**config.mk**
```make
export PLATFORM = sky130hd
export DESIGN_NAME = packet_flow_key_parser_core_flat
export DESIGN_NICKNAME = d
export VERILOG_FILES = /design/src/sv/pfkp_pkg.sv /design/src/sv/pfkp_in_if.sv /design/src/sv/pfkp_out_if.sv /design/src/sv/packet_flow_key_parser_core.sv /design/src/flat_wrapper.sv
export VERILOG_INCLUDE_DIRS = /design/src /design/src/sv
export SDC_FILE = /design/constraint.sdc
export NUM_CORES = 2
export LEC_CHECK = 0
export BUFFER_PORTS_ARGS = -buffer_cell sky130_fd_sc_hd__buf_2
export CORE_UTILIZATION = 55
export DETAILED_ROUTE_END_ITERATION = 12
export PLACE_DENSITY = 0.75
export SYNTH_ARGS = -nofsm -noshare
export SYNTH_HDL_FRONTEND = slang
export SYNTH_SLANG_ARGS = --single-unit
```
**constraint.sdc**
```tcl
create_clock -name clk_i -period 29.4 [get_ports clk_i]
set_input_delay 4.41 -clock clk_i [delete_from_list [all_inputs] [get_ports clk_i]]
set_output_delay 4.41 -clock clk_i [all_outputs]
set_load 0.01 [all_outputs]
```
**src/sv/packet_flow_key_parser_core_macros.svh**
```systemverilog
// ----------------------------------------------------------------------------
// packet flow key parser assertion macros
// concurrent assertion wrappers shared by the parser rtl
// ----------------------------------------------------------------------------
`ifndef PACKET_FLOW_KEY_PARSER_CORE_MACROS_SVH
`define PACKET_FLOW_KEY_PARSER_CORE_MACROS_SVH

// property checked on every rising clock edge outside reset
`define PFKP_ASSERT(lbl, clk, rstn, prop) \
  lbl: assert property (@(posedge clk) disable iff (!rstn) (prop)) \
    else $error("pfkp assertion failed");

// property checked on every rising clock edge, reset included
`define PFKP_ASSERT_ALWAYS(lbl, clk, prop) \
  lbl: assert property (@(posedge clk) (prop)) \
    else $error("pfkp assertion failed");

`endif

```
**src/sv/pfkp_pkg.sv**
```systemverilog
// ----------------------------------------------------------------------------
// pfkp_pkg
// types and constants for the packet flow key parser
// ----------------------------------------------------------------------------
`default_nettype none

package pfkp_pkg;

  localparam int unsigned BYTE_W   = 8;
  localparam int unsigned LEN_W    = 16;
  localparam int unsigned PORT_W   = 16;
  localparam int unsigned ADDR_W   = 64;
  localparam int unsigned DSCP_W   = 6;
  localparam int unsigned STATUS_W = 3;
  localparam int unsigned OFF_W    = 7;

  localparam int unsigned MAX_VLAN_TAGS_DEF = 2;
  localparam int unsigned ETH_HDR_LEN       = 14;
  localparam int unsigned VLAN_TAG_LEN      = 4;

  localparam logic [LEN_W-1:0] MIN_LENGTH_RST = 16'd128;

  localparam logic [15:0] ETYPE_CTAG = 16'h8100;
  localparam logic [15:0] ETYPE_STAG = 16'h88A8;
  localparam logic [15:0] ETYPE_IPV4 = 16'h0800;
  localparam logic [15:0] ETYPE_IPV6 = 16'h86DD;

  localparam logic [7:0] PROTO_TCP   = 8'd6;
  localparam logic [7:0] PROTO_UDP   = 8'd17;
  localparam logic [7:0] PROTO_FRAG6 = 8'd44;

  localparam logic [LEN_W-1:0] IPV6_HDR_LEN = 16'd40;

  typedef enum logic [STATUS_W-1:0] {
    ST_OK      = 3'd0,
    ST_TRUNC   = 3'd1,
    ST_NOTIP   = 3'd2,
    ST_FRAG    = 3'd3,
    ST_OTHERL4 = 3'd4,
    ST_SHORT   = 3'd5,
    ST_BADIHL  = 3'd6
  } status_e;

endpackage

`default_nettype wire

```
**src/sv/pfkp_in_if.sv**
```systemverilog
// ----------------------------------------------------------------------------
// pfkp_in_if
// frame byte channel: one byte per beat with a last-byte mark
// ----------------------------------------------------------------------------
`default_nettype none

interface pfkp_in_if;
  import pfkp_pkg::*;

  logic              valid;
  logic              ready;
  logic [BYTE_W-1:0] data_byte;
  logic              last_byte;

  modport source (output valid, output data_byte, output last_byte, input ready);
  modport sink   (input valid, input data_byte, input last_byte, output ready);
endinterface

`default_nettype wire

```
**src/sv/pfkp_out_if.sv**
```systemverilog
// ----------------------------------------------------------------------------
// pfkp_out_if
// verdict channel: one beat per frame with status and flow key
// ----------------------------------------------------------------------------
`default_nettype none

interface pfkp_out_if;
  import pfkp_pkg::*;

  logic                valid;
  logic                ready;
  logic [STATUS_W-1:0] status;
  logic                is_ipv6;
  logic [BYTE_W-1:0]   l4_protocol;
  logic [DSCP_W-1:0]   dscp_value;
  logic [LEN_W-1:0]    ip_length;
  logic [PORT_W-1:0]   source_port;
  logic [PORT_W-1:0]   destination_port;
  logic [ADDR_W-1:0]   source_addr_high;
  logic [ADDR_W-1:0]   source_addr_low;
  logic [ADDR_W-1:0]   dest_addr_high;
  logic [ADDR_W-1:0]   dest_addr_low;

  modport source (
    output valid, output status, output is_ipv6, output l4_protocol,
    output dscp_value, output ip_length, output source_port,
    output destination_port, output source_addr_high, output source_addr_low,
    output dest_addr_high, output dest_addr_low, input ready
  );
  modport sink (
    input valid, input status, input is_ipv6, input l4_protocol,
    input dscp_value, input ip_length, input source_port,
    input destination_port, input source_addr_high, input source_addr_low,
    input dest_addr_high, input dest_addr_low, output ready
  );
endinterface

`default_nettype wire

```
**src/sv/packet_flow_key_parser_core.sv**
```systemverilog
// a last byte passes through the input stage register into the verdict register
// throughput: one frame byte per cycle unless stalled, set by the single parse stage
// the input stalls only when a last byte meets a verdict not yet taken
// reset: asynchronous active low; parser returns to the ethernet header,
// the output register empties and min_length returns to 128
// ----------------------------------------------------------------------------
// packet_flow_key_parser_core
// ethernet / vlan / ipv4-ipv6 / tcp-udp header parser giving one flow key
// verdict per frame
// ----------------------------------------------------------------------------
`default_nettype none

`include "packet_flow_key_parser_core_macros.svh"

module packet_flow_key_parser_core #(
  parameter int unsigned MAX_VLAN_TAGS = pfkp_pkg::MAX_VLAN_TAGS_DEF
) (
  input  logic                       clk_i,
  input  logic                       rst_ni,
  input  logic                       cfg_we_i,
  input  logic [pfkp_pkg::LEN_W-1:0] cfg_wdata_i,
  pfkp_in_if.sink                    in_i,
  pfkp_out_if.source                 out_o
);
  import pfkp_pkg::*;

  localparam int unsigned TagW = (MAX_VLAN_TAGS > 0) ? $clog2(MAX_VLAN_TAGS + 1) : 1;
  localparam int unsigned L3W  = $clog2(ETH_HDR_LEN + VLAN_TAG_LEN * MAX_VLAN_TAGS + 1);

  typedef enum logic [4:0] {
    PH_ETH  = 5'b00001,
    PH_IPV4 = 5'b00010,
    PH_IPV6 = 5'b00100,
    PH_L4   = 5'b01000,
    PH_DONE = 5'b10000
  } phase_e;

  // input stage
  logic              in_vld_q;
  logic [BYTE_W-1:0] in_byte_q;
  logic              in_last_q;
  logic              stall;
  logic              adv;
  logic              adv_last;

  // parser state
  logic [OFF_W-1:0]        off_q, off_d;
  phase_e                  phase_q, phase_d;
  logic [BYTE_W-1:0]       etype_hi_q, etype_hi_d;
  logic [TagW-1:0]         tags_q, tags_d;
  logic [L3W-1:0]          l3_q, l3_d;
  logic [OFF_W-1:0]        l4_q, l4_d;
  logic [3:0]              hw_q, hw_d;
  logic [0:15][BYTE_W-1:0] src_q, src_d;
  logic [0:15][BYTE_W-1:0] dst_q, dst_d;
  logic [PORT_W-1:0]       sport_q, sport_d;
  logic [PORT_W-1:0]       dport_q, dport_d;
  logic [BYTE_W-1:0]       proto_q, proto_d;
  logic [DSCP_W-1:0]       dscp_q, dscp_d;
  logic [LEN_W-1:0]        len_q, len_d;
  status_e                 verdict_q, verdict_d;
  logic                    is6_q, is6_d;
  logic                    frag_q, frag_d;
  logic [LEN_W-1:0]        min_len_q;

  // parse helpers
  logic [OFF_W-1:0] rel3;
  logic [OFF_W-1:0] rel4;
  logic [OFF_W-1:0] rel6_src;
  logic [OFF_W-1:0] rel6_dst;
  logic [OFF_W:0]   off_p1;
  logic [OFF_W:0]   off_p2;
  logic [15:0]      etype;
  logic             l4_ok_proto;
  status_e          res_status;
  logic             res_ok;

  // result register
  logic              out_valid_q;
  status_e           out_status_q;
  logic              out_is6_q;
  logic [BYTE_W-1:0] out_proto_q;
  logic [DSCP_W-1:0] out_dscp_q;
  logic [LEN_W-1:0]  out_len_q;
  logic [PORT_W-1:0] out_sport_q;
  logic [PORT_W-1:0] out_dport_q;
  logic [ADDR_W-1:0] out_src_hi_q;
  logic [ADDR_W-1:0] out_src_lo_q;
  logic [ADDR_W-1:0] out_dst_hi_q;
  logic [ADDR_W-1:0] out_dst_lo_q;

  // a last byte waits while the previous verdict is still unread
  assign stall      = in_vld_q & in_last_q & out_valid_q & ~out_o.ready;
  assign adv        = in_vld_q & ~stall;
  assign adv_last   = adv & in_last_q;
  assign in_i.ready = ~stall;

  assign rel3     = off_q - OFF_W'(l3_q);
  assign rel4     = off_q - l4_q;
  assign rel6_src = rel3 - OFF_W'(8);
  assign rel6_dst = rel3 - OFF_W'(24);
  assign off_p1   = {1'b0, off_q} + (OFF_W+1)'(1);
  assign off_p2   = {1'b0, off_q} + (OFF_W+1)'(2);
  assign etype    = {etype_hi_q, in_byte_q};
  assign l4_ok_proto = (proto_q == PROTO_TCP) || (proto_q == PROTO_UDP);

  always_comb begin
    phase_d    = phase_q;
    etype_hi_d = etype_hi_q;
    tags_d     = tags_q;
    l3_d       = l3_q;
    l4_d       = l4_q;
    hw_d       = hw_q;
    src_d      = src_q;
    dst_d      = dst_q;
    sport_d    = sport_q;
    dport_d    = dport_q;
    proto_d    = proto_q;
    dscp_d     = dscp_q;
    len_d      = len_q;
    verdict_d  = verdict_q;
    is6_d      = is6_q;
    frag_d     = frag_q;
    off_d      = (&off_q) ? off_q : off_p1[OFF_W-1:0];

    case (phase_q)
      PH_ETH: begin
        if (off_p2 == (OFF_W+1)'(l3_q)) begin
          etype_hi_d = in_byte_q;
        end else if (off_p1 == (OFF_W+1)'(l3_q)) begin
          if (((etype == ETYPE_CTAG) || (etype == ETYPE_STAG)) &&
              (tags_q < TagW'(MAX_VLAN_TAGS))) begin
            tags_d = tags_q + TagW'(1);
            l3_d   = l3_q + L3W'(VLAN_TAG_LEN);
          end else if (etype == ETYPE_IPV4) begin
            phase_d = PH_IPV4;
          end else if (etype == ETYPE_IPV6) begin
            is6_d   = 1'b1;
            phase_d = PH_IPV6;
          end else begin
            verdict_d = ST_NOTIP;
            phase_d   = PH_DONE;
          end
        end
      end
      PH_IPV4: begin
        case (rel3)
          7'd0:    hw_d = in_byte_q[3:0];
          7'd1:    dscp_d = in_byte_q[7:2];
          7'd2:    len_d = {in_byte_q, 8'h00};
          7'd3:    len_d = {len_q[15:8], in_byte_q};
          7'd6:    if (in_byte_q[5:0] != 6'd0) frag_d = 1'b1;
          7'd7:    if (in_byte_q != 8'd0) frag_d = 1'b1;
          7'd9:    proto_d = in_byte_q;
          7'd12, 7'd13, 7'd14, 7'd15: src_d[{2'b00, rel3[1:0]}] = in_byte_q;
          7'd16, 7'd17, 7'd18, 7'd19: dst_d[{2'b00, rel3[1:0]}] = in_byte_q;
          default: ;
        endcase
        if (rel3 == 7'd19) begin
          phase_d = PH_DONE;
          if (frag_q) begin
            verdict_d = ST_FRAG;
          end else if (hw_q < 4'd5) begin
            verdict_d = ST_BADIHL;
          end else if (!l4_ok_proto) begin
            verdict_d = ST_OTHERL4;
          end else begin
            l4_d    = OFF_W'(l3_q) + OFF_W'({hw_q, 2'b00});
            phase_d = PH_L4;
          end
        end
      end
      PH_IPV6: begin
        case (rel3)
          7'd0:    dscp_d = {in_byte_q[3:0], 2'b00};
          7'd1:    dscp_d = {dscp_q[5:2], in_byte_q[7:6]};
          7'd4:    len_d = {in_byte_q, 8'h00};
          7'd5:    len_d = {len_q[15:8], in_byte_q} + IPV6_HDR_LEN;
          7'd6:    proto_d = in_byte_q;
          default: ;
        endcase
        if ((rel3 >= 7'd8) && (rel3 <= 7'd23)) begin
          src_d[rel6_src[3:0]] = in_byte_q;
        end
        if ((rel3 >= 7'd24) && (rel3 <= 7'd39)) begin
          dst_d[rel6_dst[3:0]] = in_byte_q;
        end
        if (rel3 == 7'd39) begin
          phase_d = PH_DONE;
          if (proto_q == PROTO_FRAG6) begin
            verdict_d = ST_FRAG;
          end else if (!l4_ok_proto) begin
            verdict_d = ST_OTHERL4;
          end else begin
            l4_d    = OFF_W'(l3_q) + OFF_W'(IPV6_HDR_LEN);
            phase_d = PH_L4;
          end
        end
      end
      PH_L4: begin
        case (rel4)
          7'd0:    sport_d = {in_byte_q, 8'h00};
          7'd1:    sport_d = {sport_q[15:8], in_byte_q};
          7'd2:    dport_d = {in_byte_q, 8'h00};
          7'd3:    dport_d = {dport_q[15:8], in_byte_q};
          default: ;
        endcase
        if (rel4 == ((proto_q == PROTO_TCP) ? 7'd19 : 7'd7)) begin
          verdict_d = (len_q < min_len_q) ? ST_SHORT : ST_OK;
          phase_d   = PH_DONE;
        end
      end
      default: ;
    endcase
  end

  assign res_status = (phase_d == PH_DONE) ? verdict_d : ST_TRUNC;
  assign res_ok     = (res_status == ST_OK);

  // config register
  always_ff @(posedge clk_i or negedge rst_ni) begin
    if (!rst_ni) begin
      min_len_q <= MIN_LENGTH_RST;
    end else if (cfg_we_i) begin
      min_len_q <= cfg_wdata_i;
    end
  end

  // input stage
  always_ff @(posedge clk_i or negedge rst_ni) begin
    if (!rst_ni) begin
      in_vld_q <= 1'b0;
    end else if (in_i.ready) begin
      in_vld_q <= in_i.valid;
    end
  end

  always_ff @(posedge clk_i) begin
    if (in_i.valid && in_i.ready) begin
      in_byte_q <= in_i.data_byte;
      in_last_q <= in_i.last_byte;
    end
  end

  // parser state, cleared after each last byte
  always_ff @(posedge clk_i or negedge rst_ni) begin
    if (!rst_ni) begin
      off_q      <= '0;
      phase_q    <= PH_ETH;
      etype_hi_q <= '0;
      tags_q     <= '0;
      l3_q       <= L3W'(ETH_HDR_LEN);
      l4_q       <= '0;
      hw_q       <= '0;
      src_q      <= '0;
      dst_q      <= '0;
      sport_q    <= '0;
      dport_q    <= '0;
      proto_q    <= '0;
      dscp_q     <= '0;
      len_q      <= '0;
      verdict_q  <= ST_OK;
      is6_q      <= 1'b0;
      frag_q     <= 1'b0;
    end else if (adv_last) begin
      off_q      <= '0;
      phase_q    <= PH_ETH;
      etype_hi_q <= '0;
      tags_q     <= '0;
      l3_q       <= L3W'(ETH_HDR_LEN);
      l4_q       <= '0;
      hw_q       <= '0;
      src_q      <= '0;
      dst_q      <= '0;
      sport_q    <= '0;
      dport_q    <= '0;
      proto_q    <= '0;
      dscp_q     <= '0;
      len_q      <= '0;
      verdict_q  <= ST_OK;
      is6_q      <= 1'b0;
      frag_q     <= 1'b0;
    end else if (adv) begin
      off_q      <= off_d;
      phase_q    <= phase_d;
      etype_hi_q <= etype_hi_d;
      tags_q     <= tags_d;
      l3_q       <= l3_d;
      l4_q       <= l4_d;
      hw_q       <= hw_d;
      src_q      <= src_d;
      dst_q      <= dst_d;
      sport_q    <= sport_d;
      dport_q    <= dport_d;
      proto_q    <= proto_d;
      dscp_q     <= dscp_d;
      len_q      <= len_d;
      verdict_q  <= verdict_d;
      is6_q      <= is6_d;
      frag_q     <= frag_d;
    end
  end

  // verdict register
  always_ff @(posedge clk_i or negedge rst_ni) begin
    if (!rst_ni) begin
      out_valid_q <= 1'b0;
    end else if (adv_last) begin
      out_valid_q <= 1'b1;
    end else if (out_o.ready) begin
      out_valid_q <= 1'b0;
    end
  end

  // key fields are zero unless the frame is accepted
  always_ff @(posedge clk_i) begin
    if (adv_last) begin
      out_status_q <= res_status;
      out_is6_q    <= res_ok & is6_d;
      out_proto_q  <= res_ok ? proto_d : '0;
      out_dscp_q   <= res_ok ? dscp_d : '0;
      out_len_q    <= res_ok ? len_d : '0;
      out_sport_q  <= res_ok ? sport_d : '0;
      out_dport_q  <= res_ok ? dport_d : '0;
      out_src_hi_q <= res_ok ? src_d[0:7] : '0;
      out_src_lo_q <= res_ok ? src_d[8:15] : '0;
      out_dst_hi_q <= res_ok ? dst_d[0:7] : '0;
      out_dst_lo_q <= res_ok ? dst_d[8:15] : '0;
    end
  end

  assign out_o.valid            = out_valid_q;
  assign out_o.status           = out_status_q;
  assign out_o.is_ipv6          = out_is6_q;
  assign out_o.l4_protocol      = out_proto_q;
  assign out_o.dscp_value       = out_dscp_q;
  assign out_o.ip_length        = out_len_q;
  assign out_o.source_port      = out_sport_q;
  assign out_o.destination_port = out_dport_q;
  assign out_o.source_addr_high = out_src_hi_q;
  assign out_o.source_addr_low  = out_src_lo_q;
  assign out_o.dest_addr_high   = out_dst_hi_q;
  assign out_o.dest_addr_low    = out_dst_lo_q;

  `PFKP_ASSERT(a_no_verdict_overwrite, clk_i, rst_ni, (out_valid_q && !out_o.ready) |-> !adv_last)
  `PFKP_ASSERT(a_last_gives_verdict, clk_i, rst_ni, adv_last |=> out_valid_q)
  `PFKP_ASSERT(a_frame_restart, clk_i, rst_ni,
    adv_last |=> (phase_q == PH_ETH) && (off_q == '0) && (tags_q == '0))
  `PFKP_ASSERT(a_reject_clears_key, clk_i, rst_ni,
    (out_valid_q && (out_status_q != ST_OK)) |->
      (out_sport_q == '0) && (out_dport_q == '0) && (out_src_hi_q == '0) &&
      (out_dst_hi_q == '0) && (out_len_q == '0))
  `PFKP_ASSERT_ALWAYS(a_tag_limit, clk_i, tags_q <= TagW'(MAX_VLAN_TAGS))

endmodule

`default_nettype wire

```
**src/flat_wrapper.sv**
```systemverilog
// flat-port wrapper written by rule: the top's interface ports become plain ports
module packet_flow_key_parser_core_flat import pfkp_pkg::*;
#(
  parameter int unsigned MAX_VLAN_TAGS = pfkp_pkg::MAX_VLAN_TAGS_DEF
)
  (clk_i, rst_ni, cfg_we_i, cfg_wdata_i, in_i_valid, in_i_data_byte, in_i_last_byte, in_i_ready, out_o_valid, out_o_status, out_o_is_ipv6, out_o_l4_protocol, out_o_dscp_value, out_o_ip_length, out_o_source_port, out_o_destination_port, out_o_source_addr_high, out_o_source_addr_low, out_o_dest_addr_high, out_o_dest_addr_low, out_o_ready);
  pfkp_in_if in_i_i ();
  pfkp_out_if out_o_i ();
  input  logic clk_i;
  input  logic rst_ni;
  input  logic cfg_we_i;
  input  logic [pfkp_pkg::LEN_W-1:0] cfg_wdata_i;
  input wire logic [$bits(in_i_i.valid)-1:0] in_i_valid;
  input wire logic [$bits(in_i_i.data_byte)-1:0] in_i_data_byte;
  input wire logic [$bits(in_i_i.last_byte)-1:0] in_i_last_byte;
  output wire logic [$bits(in_i_i.ready)-1:0] in_i_ready;
  output wire logic [$bits(out_o_i.valid)-1:0] out_o_valid;
  output wire logic [$bits(out_o_i.status)-1:0] out_o_status;
  output wire logic [$bits(out_o_i.is_ipv6)-1:0] out_o_is_ipv6;
  output wire logic [$bits(out_o_i.l4_protocol)-1:0] out_o_l4_protocol;
  output wire logic [$bits(out_o_i.dscp_value)-1:0] out_o_dscp_value;
  output wire logic [$bits(out_o_i.ip_length)-1:0] out_o_ip_length;
  output wire logic [$bits(out_o_i.source_port)-1:0] out_o_source_port;
  output wire logic [$bits(out_o_i.destination_port)-1:0] out_o_destination_port;
  output wire logic [$bits(out_o_i.source_addr_high)-1:0] out_o_source_addr_high;
  output wire logic [$bits(out_o_i.source_addr_low)-1:0] out_o_source_addr_low;
  output wire logic [$bits(out_o_i.dest_addr_high)-1:0] out_o_dest_addr_high;
  output wire logic [$bits(out_o_i.dest_addr_low)-1:0] out_o_dest_addr_low;
  input wire logic [$bits(out_o_i.ready)-1:0] out_o_ready;
  assign in_i_i.valid = in_i_valid;
  assign in_i_i.data_byte = in_i_data_byte;
  assign in_i_i.last_byte = in_i_last_byte;
  assign in_i_ready = in_i_i.ready;
  assign out_o_valid = out_o_i.valid;
  assign out_o_status = out_o_i.status;
  assign out_o_is_ipv6 = out_o_i.is_ipv6;
  assign out_o_l4_protocol = out_o_i.l4_protocol;
  assign out_o_dscp_value = out_o_i.dscp_value;
  assign out_o_ip_length = out_o_i.ip_length;
  assign out_o_source_port = out_o_i.source_port;
  assign out_o_destination_port = out_o_i.destination_port;
  assign out_o_source_addr_high = out_o_i.source_addr_high;
  assign out_o_source_addr_low = out_o_i.source_addr_low;
  assign out_o_dest_addr_high = out_o_i.dest_addr_high;
  assign out_o_dest_addr_low = out_o_i.dest_addr_low;
  assign out_o_i.ready = out_o_ready;
  packet_flow_key_parser_core #(.MAX_VLAN_TAGS(MAX_VLAN_TAGS)) u_core (.clk_i(clk_i), .rst_ni(rst_ni), .cfg_we_i(cfg_we_i), .cfg_wdata_i(cfg_wdata_i), .in_i(in_i_i), .out_o(out_o_i));
endmodule
```
Yosys cells after proc, flatten, opt, wreduce, memory -nomap -nowiden:

Cells that the tools add are included.

* bits in registers: 710
* input bits: 30
* output and inout bits: 324

* add/sub/neg operators: 11
* magnitude comparators: 13
* eq/ne operators: 46
* mux-type cells: 125
* bitwise logic cells: 11
* reduce and logical (&&, ||, !) cells: 33

Operator list (number)
* two-way mux 128 bit: 8
* bitwise mux 128 bit: 4
* one-hot mux 128 bit (2 select lines): 2
* one-hot mux 16 bit (2 select lines): 5
* two-way mux 16 bit: 8
* two-way mux 5 bit: 21
* demux 8 bit (select 4 bit): 3
* two-way mux 8 bit: 11
* two-way mux 7 bit: 12
* equality test 16 bit (second input constant): 3
* two-way mux 3 bit: 16
* equality test 7 x 4 -> 1 bit (second input constant): 5
* equality test 7 x 2 -> 1 bit (second input constant): 4
* equality test 7 x 3 -> 1 bit (second input constant): 4
* equality test 7 x 5 -> 1 bit (second input constant): 4
* one-hot mux 6 bit (2 select lines): 2
* one-hot mux 5 bit (4 select lines): 1
* two-way mux 6 bit: 3
* != test 3 x 1 -> 1 bit (second input constant): 6
* adder 16 x 6 -> 16 bit (second input constant): 1
* equality test 16 x 12 -> 1 bit (second input constant): 1
* equality test 8 x 5 -> 1 bit: 2
* less-than comparator 16 bit: 1
* two-way mux 4 bit: 4
* 54 further kinds: 108

Logic depth before layout (Yosys ltp):

* depth after elaboration: 12
* depth in mapped cells: 18
* depth with buffers taken out: 13

Worst setup path after synthesis:

No wires, ideal clock.

* kind: input port to flip-flop
* from: in out_o_ready
* to: reg u_core.out_dst_hi_q[0], in the netlist u_core.out_o.dest_addr_high[0] (enable)
* library setup time: 0.811 ns
* arrival time: 14.046 ns
* data required time: 28.589 ns
* setup slack: 14.543 ns
* stages: 5
* cell sequence: nand2b_1 > nand3_1 > inv_1 > buf_1 > buf_1

* word-level cells in the longest chain between the ends: 5

Ends and longest elaborated chain
* start, declared: line flat_wrapper.sv:29 `input wire logic [$bits(out_o_i.ready)-1:0] out_o_ready;`
* NOT 1 bit: line packet_flow_key_parser_core.sv:93 `assign stall = in_vld_q & in_last_q & out_valid_q & ~out_o.ready;`
* bitwise AND 1 bit: line packet_flow_key_parser_core.sv:93
* NOT 1 bit: line packet_flow_key_parser_core.sv:94 `assign adv = in_vld_q & ~stall;`
* bitwise AND 1 bit: line packet_flow_key_parser_core.sv:94
* bitwise AND 1 bit: line packet_flow_key_parser_core.sv:95 `assign adv_last = adv & in_last_q;`
* named net u_core.adv_last: line packet_flow_key_parser_core.sv:44 `logic adv_last;`
* end signal, assigned: line packet_flow_key_parser_core.sv:327 `out_dst_hi_q <= res_ok ? dst_d[0:7] : '0;`
* end, declared: line packet_flow_key_parser_core.sv:89 `logic [ADDR_W-1:0] out_dst_hi_q;`

The timed path passes the listed nets, and every way through them passes these cells.
A chain may end at the register's enable or synchronous reset.

Worst setup path after layout:

* from: in out_o_ready
* to: out in_i_ready

* word-level cells in the longest chain between the ends: 3

Ends and longest elaborated chain
* NOT 1 bit: line packet_flow_key_parser_core.sv:93
* bitwise AND 1 bit: line packet_flow_key_parser_core.sv:93
* NOT 1 bit: line packet_flow_key_parser_core.sv:96 `assign in_i.ready = ~stall;`
* end, declared: line flat_wrapper.sv:16 `output wire logic [$bits(in_i_i.ready)-1:0] in_i_ready;`

No other way between the ends.

==> reports/qor.yml <==
sta:
  report.final.slew_viol_count: 0
  hold_viol_final: 0
  fin_tns_setup_ps: 0
  whs_ps: 477
  timing.final.ws_setup_ps: 19940
  setup_viol: 0
  grt_setup_unrepaired: "false"
  finClkSkew_ps: 25.3
  max_slew.worst_pin.slew_ps: 1270
  period_share: 0.322
  fmax_mhz: 106
  maxSlewHeadroom: 0.146
  fin_crit_ps: 9460
pwr:
  cellPowerDensity_mw_per_mm2: 58.1
  ir_drop_v: 0.0000428
  leakage_nw: 15.4
worst_setup_path:
  crit_type: "in2out"
  endpoint_kind: "output port"
  worstPathRequired_ps: 24990
  start_kind: "primary input"
  reg2reg_from: "u_core.l3_q[2]$_DFFE_PN1P_"
  reg2regPathDepth: 12
  cp_max_fo: 5
  reg2reg_to: "u_core.out_o.source_addr_low[11]$_SDFFCE_PP0P_"
  worstPathArrival_ps: 5050
  reg2reg_slack_ps: 22310
cts:
  numCtsBuffers: 75
  cts.repair.resized: 0
  tritoncts: "built"
  path_clk_slew_ps: 60
  cts_setup_buffers: 0
  htreeDepth: 3
  cts_root_buf: "clkbuf_16"
  clock_latency_ps: 630
  cts_hold_buf: 0
  clock-sinks: 709
  clock_path_buffers: 3
detailed_routing:
  drcViolationCount: 0
  via_per_inst: 6.51
  drtIter0Drc: 2871
  drt_pass1_iterations: 7
  wl_per_cell_um: 25.4
  vias: 26000
  wl_um: 101000
  ant_nets: 0
finish:
  final_area_mm2: 0.0389
  seqCellArea_mm2: 0.0194
  drive_gt1_frac: 0.248
  final_util: 0.631
  fillers: 4726
  fin_nets: 3158
  multi_input_area_mm2: 0.0137
  syn_to_final_growth_pct: 13.2
logic_synthesis:
  synth_area_leaders: "edfxtp_1, dfrtp_1, mux2i_1, nor4_2, a22o_1"
  synth_cell_type_count: 84
  synth_ff_type: "dfrtp_1"
  yosys-top-cells-count: "dfrtp_1, edfxtp_1, nand2_1"
  synth_seq_area_share: 0.564
  syn_inst: 2875
  synth_top_area_cell: "edfxtp_1"
  yosysTopAreaCellShare: 0.289
  postSynth.asyncResetShare: 0.533
  yosysWarnings: 0
  syn_avg_cell_area_um2: 12.0
  ys_ff_latch: 709
  synth_edf_count: 331
  synthesis.area_mm2: 0.0344
  syn_nets: 2941
  synth_most_common_cell: "dfrtp_1"
floorplan:
  start_util: 0.557
  fp.coreArea_mm2: 0.0617
  die_w_um: 252
  dieArea_mm2: 0.0635
  die_h_um: 252
  io_pins: 354
  rows: 91
grt:
  antenna_found_initial: 3
  grt_max_degree: 179
  track_usage: 0.317
  grt_pass1_wl_um: 154000
  grt_pass1_vias: 25200
  overflow: 0
placed_design:
  gp_congestion: 0.914
  port_buffers: 353
  placed_cell_area_mm2: 0.0364
  post-place-ws_ps: 19930
  place_hpwl_um: 63400
job:
  maxCapViolCount: 0
hold_path:
  hold_depth: 2
  hold_path_class: "reg2reg"
  hold_end: "u_core.dst_q[37]$_DFFE_PN0P_"
  min_from: "u_core.dst_q[37]$_DFFE_PN0P_"
run_status:
  status: "finished clean"
-- cell usage in the layout (no fill, tap or decap), drive strengths merged, types with 13 or more instances in the layout --
master / n
a211oi: 14
a21o: 26
a21oi: 63
a22o: 189
a22oi: 28
a31oi: 16
and3: 17
buf: 394
clkbuf: 98
clkinv: 26
dfrtp: 373
edfxtp: 331
ha: 33
inv: 43
mux2i: 246
nand2: 302
nand3: 37
nor2: 130
nor2b: 16
nor3: 137
nor4: 211
o21ai: 201
xnor2: 13
-- state kept, by name, summed over array words and instances, names as in the netlist, 16 cells and up --
| name | cells |
|---|---|
| u_core.dst_q | 128 |
| u_core.src_q | 128 |
| u_core.out_o.dest_addr_high | 64 |
| u_core.out_o.dest_addr_low | 64 |
| u_core.out_o.source_addr_high | 64 |
| u_core.out_o.source_addr_low | 64 |
| u_core.dport_q | 16 |
| u_core.len_q | 16 |
| u_core.min_len_q | 16 |
| u_core.out_o.destination_port | 16 |
| u_core.out_o.ip_length | 16 |
| u_core.out_o.source_port | 16 |
| u_core.sport_q | 16 |
-- area by class of cell --
| class | count | share of cell area |
|---|---|---|
| Sequential cell | 709 | 0.499 |
| Multi-Input combinational cell | 1871 | 0.352 |
| Timing Repair Buffer | 394 | 0.0545 |
| Clock buffer | 98 | 0.0528 |
| Tap cell | 837 | 0.0269 |
| Clock inverter | 40 | 0.0108 |
| Inverter | 41 | 0.00415 |
| Antenna cell | 1 | 0.0000643 |
-- report_power, final --
part           switching, mW  total (mW)  internal (mW)
registers             0.0192        1.09           1.07
clock network          0.404       0.963          0.558
logic                  0.159       0.210         0.0508
total                  0.582        2.26           1.68
-- logic make-up (layout without fill, tap and decap cells) --
kind of cell / count (synthesis) / after routing / synth area share
XOR/XNOR: 22 / 22 / 0.00604
flip-flops: 709 / 709 / 0.564
AO/OA/AOI/OAI: 631 / 631 / 0.131
multiplexers: 247 / 247 / 0.0719
AND/OR/NAND/NOR: 934 / 934 / 0.175
adder cells (fa/ha/maj): 36 / 36 / 0.0138
buffers and inverters: 295 / 573 / 0.0382
other: 1 / 2 / 0.000109
-- critical path, cell delays in order --
cell	delay, ps
buf_2	110
nor2b_1	100
nand3_1	200
buf_2	220
-- per-layer routing --
metal,GRT usage,up-vias,share of wire
met2,0.498,1364,0.47
met4,0.132,2,0.038
met5,0,-,0.00015
li1,-,11200,-
met1,0.436,13100,0.40
met3,0.0587,227,0.089
-- stage by stage --
step	cells	power [mW]
finish	3991	2.26
CTS	3990	2.27
floorplan	2875	1.23
global placement	3852	1.31
global route	3990	2.32
detailed placement	3852	1.31
-- how the worst max path moves through the flow --
stage                            from                                            to  slack, ps  depth (start not counted)
after floorplan           out_o_ready  u_core.out_o.dest_addr_high[0]$_SDFFCE_PP0P_      14540                          5
after global placement    out_o_ready                                    in_i_ready      19960                          4
after detailed placement  out_o_ready                                    in_i_ready      19930                          4
after CTS                 out_o_ready                                    in_i_ready      19940                          4
after global routing      out_o_ready                                    in_i_ready      19880                          4
final                     out_o_ready                                    in_i_ready      19940                          4
Power figures use the tool's default switching activity.
